<file path="src/rtl/core/fqs_pkg.sv">
// Package for the FIFO queue with search: depth, widths, command and status codes
// and the control struct handed to each storage cell. No dependencies.
`default_nettype none
package fqs_pkg;

  localparam int QUEUE_DEPTH = 16;
  localparam int DATA_W      = 32;
  localparam int CMD_W       = 3;
  localparam int STATUS_W    = 3;
  localparam int CNT_W       = $clog2(QUEUE_DEPTH + 1);

  localparam logic [CMD_W-1:0] CMD_ENQUEUE = 3'd0;
  localparam logic [CMD_W-1:0] CMD_SEARCH  = 3'd1;
  localparam logic [CMD_W-1:0] CMD_DUMP    = 3'd2;
  localparam logic [CMD_W-1:0] CMD_DEQUEUE = 3'd3;
  localparam logic [CMD_W-1:0] CMD_CLEAR   = 3'd4;

  localparam logic [STATUS_W-1:0] ST_DONE      = 3'd0;
  localparam logic [STATUS_W-1:0] ST_EMPTY     = 3'd1;
  localparam logic [STATUS_W-1:0] ST_FULL      = 3'd2;
  localparam logic [STATUS_W-1:0] ST_FOUND     = 3'd3;
  localparam logic [STATUS_W-1:0] ST_NOT_FOUND = 3'd4;

  typedef struct packed {
    logic load;
    logic rotate;
    logic wrap;
  } cell_ctrl_t;

endpackage
`default_nettype wire

</file>
<file path="src/rtl/core/fqs_cell.sv">
// One storage cell of the queue chain: holds one entry, loads a new value,
// or takes its neighbor's entry (or the head entry at the wrap point). Uses fqs_pkg.
`default_nettype none
module fqs_cell
  import fqs_pkg::*;
(
  input  wire logic                     clk,
  input  wire cell_ctrl_t               ctrl,
  input  wire logic signed [DATA_W-1:0] load_data,
  input  wire logic signed [DATA_W-1:0] next_data,
  input  wire logic signed [DATA_W-1:0] head_data,
  output logic signed [DATA_W-1:0]      data
);

  always_ff @(posedge clk) begin
    if (ctrl.load) begin
      data <= load_data;
    end else if (ctrl.rotate) begin
      data <= ctrl.wrap ? head_data : next_data;
    end
  end

endmodule
`default_nettype wire

</file>
<file path="src/rtl/core/fifo_queue_with_search.sv">
// Top level of the FIFO queue with search: command sequencer, output register
// and the chain of fqs_cell storage cells. Uses fqs_pkg and fqs_cell.
//
// Entries sit in a chain of QUEUE_DEPTH cells with the oldest in cell 0.
// Enqueue, dequeue and clear each give one result. Search and dump rotate
// the occupied part of the chain one cell per cycle when not held, reading
// cell 0, and the chain is back in order when they finish; a new command is
// accepted only after that. A result waits in the output register until taken;
// while it waits, a walk step that has a result to give holds, and a search
// past its match keeps rotating.
`default_nettype none
module fifo_queue_with_search
  import fqs_pkg::*;
(
  input  wire logic              clk,
  input  wire logic              rst,
  input  wire logic              s_axis_tvalid,
  output logic                   s_axis_tready,
  input  wire logic [DATA_W-1:0] s_axis_tdata,   // [31:0] value
  input  wire logic [CMD_W-1:0]  s_axis_tuser,   // [2:0] cmd
  output logic                   m_axis_tvalid,
  input  wire logic              m_axis_tready,
  output logic [DATA_W-1:0]      m_axis_tdata,   // [31:0] item
  output logic [STATUS_W-1:0]    m_axis_tuser,   // [2:0] status
  output logic                   m_axis_tlast
);

  typedef enum logic [1:0] {
    S_IDLE = 2'b01,
    S_WALK = 2'b10
  } state_t;

  state_t                     state, state_next;
  logic [CNT_W-1:0]           occupancy, occupancy_next;
  logic [CNT_W-1:0]           step, step_next;
  logic                       found, found_next;
  logic                       dump_mode, dump_mode_next;
  logic signed [DATA_W-1:0]   key, key_next;

  logic                       out_valid, out_valid_next;
  logic [STATUS_W-1:0]        out_status, out_status_next;
  logic signed [DATA_W-1:0]   out_item, out_item_next;
  logic                       out_last, out_last_next;

  logic signed [DATA_W-1:0]   cell_data [QUEUE_DEPTH];
  cell_ctrl_t                 cell_ctrl [QUEUE_DEPTH];

  logic                       can_emit;
  logic                       accept;
  logic                       do_load;
  logic                       do_rotate;
  logic [CNT_W-1:0]           occ_m1;
  logic                       last_step;
  logic                       match;
  logic                       empty;

  assign can_emit      = !out_valid || m_axis_tready;
  assign s_axis_tready = (state == S_IDLE) && can_emit;
  assign accept        = s_axis_tvalid && s_axis_tready;
  assign occ_m1        = occupancy - 1'b1;
  assign last_step     = (step == occ_m1);
  assign match         = (cell_data[0] == key);
  assign empty         = (occupancy == '0);

  assign m_axis_tvalid = out_valid;
  assign m_axis_tdata  = out_item;
  assign m_axis_tuser  = out_status;
  assign m_axis_tlast  = out_last;

  always_comb begin
    state_next      = state;
    occupancy_next  = occupancy;
    step_next       = step;
    found_next      = found;
    dump_mode_next  = dump_mode;
    key_next        = key;
    out_valid_next  = out_valid && !m_axis_tready;
    out_status_next = out_status;
    out_item_next   = out_item;
    out_last_next   = out_last;
    do_load         = 1'b0;
    do_rotate       = 1'b0;
    case (state)
      S_IDLE: begin
        if (accept) begin
          out_item_next = '0;
          out_last_next = 1'b1;
          case (s_axis_tuser)
            CMD_ENQUEUE: begin
              out_valid_next = 1'b1;
              if (occupancy == CNT_W'(QUEUE_DEPTH)) begin
                out_status_next = ST_FULL;
              end else begin
                do_load         = 1'b1;
                occupancy_next  = occupancy + 1'b1;
                out_status_next = ST_DONE;
              end
            end
            CMD_SEARCH, CMD_DUMP: begin
              if (empty) begin
                out_valid_next  = 1'b1;
                out_status_next = ST_EMPTY;
              end else begin
                state_next     = S_WALK;
                step_next      = '0;
                found_next     = 1'b0;
                dump_mode_next = (s_axis_tuser == CMD_DUMP);
                key_next       = s_axis_tdata;
              end
            end
            CMD_DEQUEUE: begin
              out_valid_next = 1'b1;
              if (empty) begin
                out_status_next = ST_EMPTY;
              end else begin
                do_rotate       = 1'b1;
                occupancy_next  = occ_m1;
                out_status_next = ST_DONE;
                out_item_next   = cell_data[0];
              end
            end
            CMD_CLEAR: begin
              out_valid_next = 1'b1;
              if (empty) begin
                out_status_next = ST_EMPTY;
              end else begin
                occupancy_next  = '0;
                out_status_next = ST_DONE;
              end
            end
            default: begin
              out_valid_next = out_valid && !m_axis_tready;
            end
          endcase
        end
      end
      S_WALK: begin
        if (dump_mode) begin
          if (can_emit) begin
            do_rotate       = 1'b1;
            step_next       = step + 1'b1;
            out_valid_next  = 1'b1;
            out_status_next = ST_DONE;
            out_item_next   = cell_data[0];
            out_last_next   = last_step;
            if (last_step) begin
              state_next = S_IDLE;
            end
          end
        end else if (!(!found && (match || last_step)) || can_emit) begin
          do_rotate  = 1'b1;
          step_next  = step + 1'b1;
          found_next = found || match;
          if (!found && (match || last_step)) begin
            out_valid_next  = 1'b1;
            out_status_next = match ? ST_FOUND : ST_NOT_FOUND;
            out_item_next   = match ? cell_data[0] : '0;
            out_last_next   = 1'b1;
          end
          if (last_step) begin
            state_next = S_IDLE;
          end
        end
      end
      default: begin
        state_next = S_IDLE;
      end
    endcase
  end

  always_ff @(posedge clk) begin
    if (rst) begin
      state     <= S_IDLE;
      occupancy <= '0;
      step      <= '0;
      found     <= 1'b0;
      dump_mode <= 1'b0;
      out_valid <= 1'b0;
    end else begin
      state     <= state_next;
      occupancy <= occupancy_next;
      step      <= step_next;
      found     <= found_next;
      dump_mode <= dump_mode_next;
      out_valid <= out_valid_next;
    end
  end

  always_ff @(posedge clk) begin
    key        <= key_next;
    out_status <= out_status_next;
    out_item   <= out_item_next;
    out_last   <= out_last_next;
  end

  for (genvar i = 0; i < QUEUE_DEPTH; i++) begin : g_cell
    logic signed [DATA_W-1:0] next_data;

    if (i == QUEUE_DEPTH - 1) begin : g_end
      assign next_data = cell_data[0];
    end else begin : g_mid
      assign next_data = cell_data[i+1];
    end

    assign cell_ctrl[i].load   = do_load && (occupancy == CNT_W'(i));
    assign cell_ctrl[i].rotate = do_rotate;
    assign cell_ctrl[i].wrap   = (occ_m1 == CNT_W'(i));

    fqs_cell u_cell (
      .clk       (clk),
      .ctrl      (cell_ctrl[i]),
      .load_data (s_axis_tdata),
      .next_data (next_data),
      .head_data (cell_data[0]),
      .data      (cell_data[i])
    );
  end

endmodule
`default_nettype wire

</file>
<file path="config.mk">
export PLATFORM = sky130hd
export DESIGN_NAME = fifo_queue_with_search
export DESIGN_NICKNAME = d
export VERILOG_FILES = /design/src/rtl/core/fqs_pkg.sv /design/src/rtl/core/fqs_cell.sv /design/src/rtl/core/fifo_queue_with_search.sv
export SDC_FILE = /design/constraint.sdc
export NUM_CORES = 1
export LEC_CHECK = 0
export BUFFER_PORTS_ARGS = -buffer_cell sky130_fd_sc_hd__clkbuf_2
export CAP_MARGIN = 15
export CORE_ASPECT_RATIO = 1.4
export CORE_MARGIN = 4
export CORE_UTILIZATION = 26
export CTS_CLUSTER_DIAMETER = 200
export DETAILED_ROUTE_END_ITERATION = 8
export SETUP_SLACK_MARGIN = 0.05
export SYNTH_ARGS = -nofsm -noshare
export SYNTH_HDL_FRONTEND = slang
export SYNTH_SLANG_ARGS = --single-unit
</file>
<file path="constraint.sdc">
create_clock -name clk -period 6 [get_ports clk]
set_input_delay 0.3 -clock clk [delete_from_list [all_inputs] [get_ports clk]]
set_output_delay 0.3 -clock clk [all_outputs]
set_load 0.05 [all_outputs]
</file>
==> tab_implementation.tex <==
\begin{tabular}{lr}
\hline
Metric & Value \\
\hline
\multicolumn{2}{l}{\textbf{STA}} \\
\quad Transition time at the pin with the least slew margin & 1147 ps \\
\quad Final critical delay including setup and external delays & $\sim$4500 ps \\
\quad Max-slew violation count & 0 \\
\quad Final setup TNS & 0 ps \\
\quad RSZ-0062 raised after global routing & no \\
\quad Max Freq & 220.6 MHz \\
\quad Max Clock Skew & 35.02 ps \\
\quad Final setup vio count & 0 \\
\quad Worst slew margin relative to its limit & 23.36\% \\
\quad Final hold violations & 0 \\
\quad Final Cycle Share & about three quarters \\
\multicolumn{2}{l}{\textbf{Clock network}} \\
\quad Number of resized instances in the post-cts repair step & 0 \\
\quad H-tree Lvls & 2 \\
\quad Clock-pin slew reported for the worst setup and hold paths after clock tree synthesis & $\sim$70 ps \\
\quad TritonCTS clock tree & built \\
\quad Number of clock sinks & 595 \\
\quad Root Driver & clkbuf\_16 \\
\quad Number of buffers on the longest clock path & 3 \\
\quad TritonCTS Buffers & 55 \\
\quad Latest clock arrival within the worst-skew pair & 640 ps \\
\multicolumn{2}{l}{\textbf{Floorplanning}} \\
\quad Top-level I/O count & between 70 and 80 \\
\quad Core region area & 113,400 um\^{}2 \\
\quad Die footprint & 120,200 um\^{}2 \\
\quad Std cell rows & 146 \\
\quad Initial core utilization & between 20\% and 30\% \\
\quad Die Span Y & slightly above 400 um \\
\quad Die Width & a little under 300 um \\
\multicolumn{2}{l}{\textbf{Yosys}} \\
\quad Instance count of the mapped netlist & 2,542 \\
\quad Top cell type by total area after synthesis & edfxtp\_1 \\
\quad Flip-flop and latch count after synthesis & around 600 \\
\quad Top post-synthesis cells by area & edfxtp\_1 58\%, mux2i\_1 15\%, nand2\_1 5.9\% \\
\quad Async set or reset register ratio after synthesis & 0\% \\
\quad Most frequently used flop master after synthesis & edfxtp\_1 \\
\quad Warnings, synthesis & 0 \\
\quad Share of the synthesized area in the top cell type & 58.43\% \\
\quad Unique cell type count in the Yosys netlist & 56 \\
\quad Commonest cells post-synth & 580 x edfxtp\_1, 468 x nand2\_1, 451 x mux2i\_1, 303 x o21ai\_1, 168 x o21ai\_0 \\
\quad Mapped cell area & between 20,000 and 30,000 um\^{}2 \\
\quad Sequential-to-total area share from yosys stat & between 50 and 60\% \\
\quad Avg Cell Area, Syn & about 12 um\^{}2 \\
\quad Cell with the most instances after synthesis & edfxtp\_1 \\
\quad Synth Net Count & 2,591 \\
\quad Number of enable-type register cells in the synthesized netlist & 580 \\
\multicolumn{2}{l}{\textbf{Critical path}} \\
\quad Critical path capture point type & register \\
\quad Crit path arrival time & approximately 4900 ps \\
\quad Required time worst endpoint & 6380 ps \\
\quad Worst setup SP type & register \\
\quad Critical Setup Path Class & reg2reg \\
\quad Largest fanout on the critical path & 22 \\
\multicolumn{2}{l}{\textbf{Detailed routing}} \\
\quad Routed length on met2 & 45,530 um \\
\quad Routed length on met3 & 5992 um \\
\quad Total routed wirelength & 93,750 um \\
\quad Via density per instance & 4.931 \\
\quad First drt pass iteration count & 5 \\
\quad Number of nets still failing antenna checks after routing & 0 \\
\quad Number of design-rule violations left by the first detailed-router iteration & roughly 1,500 \\
\quad Total routed wire length on the met1 layer & $\sim$38,000 um \\
\quad Remaining DRCs & 0 \\
\quad Via count of the routed design & between 15,000 and 20,000 \\
\quad Highest signal layer in the routed design & met5 \\
\quad Average detailed-routed wire length per instance & 23.43 um \\
\multicolumn{2}{l}{\textbf{Pwr}} \\
\quad Leakage power figure & 13.08 nW \\
\quad Worst vdd rail ir drop & about 0.22 mV \\
\quad Post-layout total power & 8.921 mW \\
\quad Power per standard cell area & $\sim$270 nW/um\^{}2 \\
\multicolumn{2}{l}{\textbf{Global route}} \\
\quad Vias in the first global route & 19,420 \\
\quad First-pass GRT wire length & about 140,000 um \\
\quad Antenna violations before repair & 8 \\
\quad Remaining global-route overflow & 0 \\
\quad Total GRT Usage & approximately 15\% \\
\quad Pin count of the biggest net entering global routing & between 60 and 70 \\
\multicolumn{2}{l}{\textbf{Placed design}} \\
\quad RePlAce Congestion & approximately 0.79 \\
\quad IO Port Bufs & 76 \\
\quad Hpwl dp & 55,710 um \\
\multicolumn{2}{l}{\textbf{Run status}} \\
\quad Result of the run & complete, no violations \\
\multicolumn{2}{l}{\textbf{Finish}} \\
\quad Number of nets in the layout & 2,522 \\
\quad Filler Cells Inserted & 11,340 \\
\quad Area of the multi-input gates & 11,280 um\^{}2 \\
\quad Ratio of cells with drive above 1 in the final layout & about an eighth \\
\quad Layout-stage area growth over the synthesis result & 12.42\% \\
\quad Sequential standard cell area & 17,720 um\^{}2 \\
\multicolumn{2}{l}{\textbf{Flow run}} \\
\quad Max-cap check violation count & 0 \\
\multicolumn{2}{l}{\textbf{Hold path}} \\
\quad Classification of the worst-slack hold path & in2reg \\
\hline
\end{tabular}
[where the power goes]
part           leakage, nW  total [mW]  switching [mW]  internal, mW
Clock                0.866        3.64            1.69          1.96
Combinational         6.83       0.564           0.413         0.151
Sequential            5.39        4.71          0.0847          4.63
Total                 13.1        8.92            2.18          6.74
[flip-flops by register name, indices dropped and copies added (netlist names), 2 cells and up]
| register | flops |
|---|---|
| m_axis_tdata | 32 |
| state | 2 |
| g_cell.u_cell.data | 512 |
| key | 32 |
| m_axis_tuser | 3 |
| occupancy | 5 |
| step | 5 |
[placed cells by master (no fill, tap or decap), types with 6 or more instances in the layout]
cell type / n
edfxtp_1: 580
nand2_1: 465
mux2i_1: 451
o21ai_1: 293
o21ai_0: 167
clkbuf_2: 76
mux2_2: 64
clkbuf_16: 55
buf_4: 50
xnor2_1: 38
and2_1: 36
nor2_1: 21
dfxtp_1: 15
inv_1: 14
clkinv_2: 12
nor2_4: 12
clkbuf_1: 12
clkinv_1: 12
nand3_2: 11
nand4_1: 11
o21ai_4: 11
ha_1: 10
a21oi_1: 9
nand3_1: 6
nor3_1: 6
nand2_2: 6
bufinv_16: 6
[repair_timing]
action	CTS	global route
hold buffers	1	0
endpoints found under the hold margin	1	0
buffers inserted	0	0
[path summary, 6_finish.rpt]
kind | from | endpoint | slack, ps | depth (start not counted)
max | g_cell[0].u_cell.data[23]$_DFFE_PP_ | g_cell[3].u_cell.data[25]$_DFFE_PP_ | 1470 | 8
min | rst | occupancy[4]$_SDFFE_PP0P_ | 50 | 2
max reg2reg | g_cell[0].u_cell.data[23]$_DFFE_PP_ | g_cell[3].u_cell.data[25]$_DFFE_PP_ | 1470 | 8
min reg2reg | step[4]$_SDFFE_PP0P_ | step[4]$_SDFFE_PP0P_ | 480 | 2
[area by class of cell]
class                   count  share of cell area (%)
diodes                      2                 0.01493
clock buffers              67                   4.241
clock inverters            37                   1.116
inverters                  15                  0.1717
multi-input cells        1677                   33.66
flip-flops and latches    595                   52.87
well taps                1480                   5.526
repair buffers            129                   2.404
[cells by family (layout without fill, tap and decap cells)]
kind of cell	count (synthesis)	in the layout	synth area share [%]
other cells	0	2	0
simple gates	605	605	8.626
compound gates	506	506	8.819
fa+ha+maj	10	10	0.4197
mux	515	515	17.56
flops	595	595	59.44
xor+xnor	41	41	1.322
buf+inv	270	248	3.815
[through the flow]
stage | std cells | area, um^2 | setup slack [ps] | utilization, % | hold slack, ps
after CTS | 4000 | 33510 | 1527 | 29.54 | 0.2962
after floorplan | 2542 | 29810 | 1273 | - | 398.9
final | 4002 | 33510 | 1467 | 29.54 | 51.46
after global placement | 3895 | 31700 | 1578 | 27.95 | 463.3
after detailed placement | 3895 | 31700 | 1551 | 27.95 | 471.5
after global routing | 4000 | 33510 | 1349 | 29.54 | 24.65
[worst max-delay path, cell delays in order (launching register included)]
cell and delay (ps):
edfxtp_1 660, xnor2_1 490, nand4_1 190, nor4_1 850, a21bo_2 310, a21oi_2 120, o221ai_4 550, nand2b_2 640
buf_4 430
[routing by layer]
layer / global-route usage, % / up-vias
met1: 19.11 / 9801
met2: 25.72 / 675
met3: 2.400 / 209
met4: 6.695 / 2
li1: - / 9046
met5: 0 / -
No activity file was read; power rests on OpenSTA's default activity.
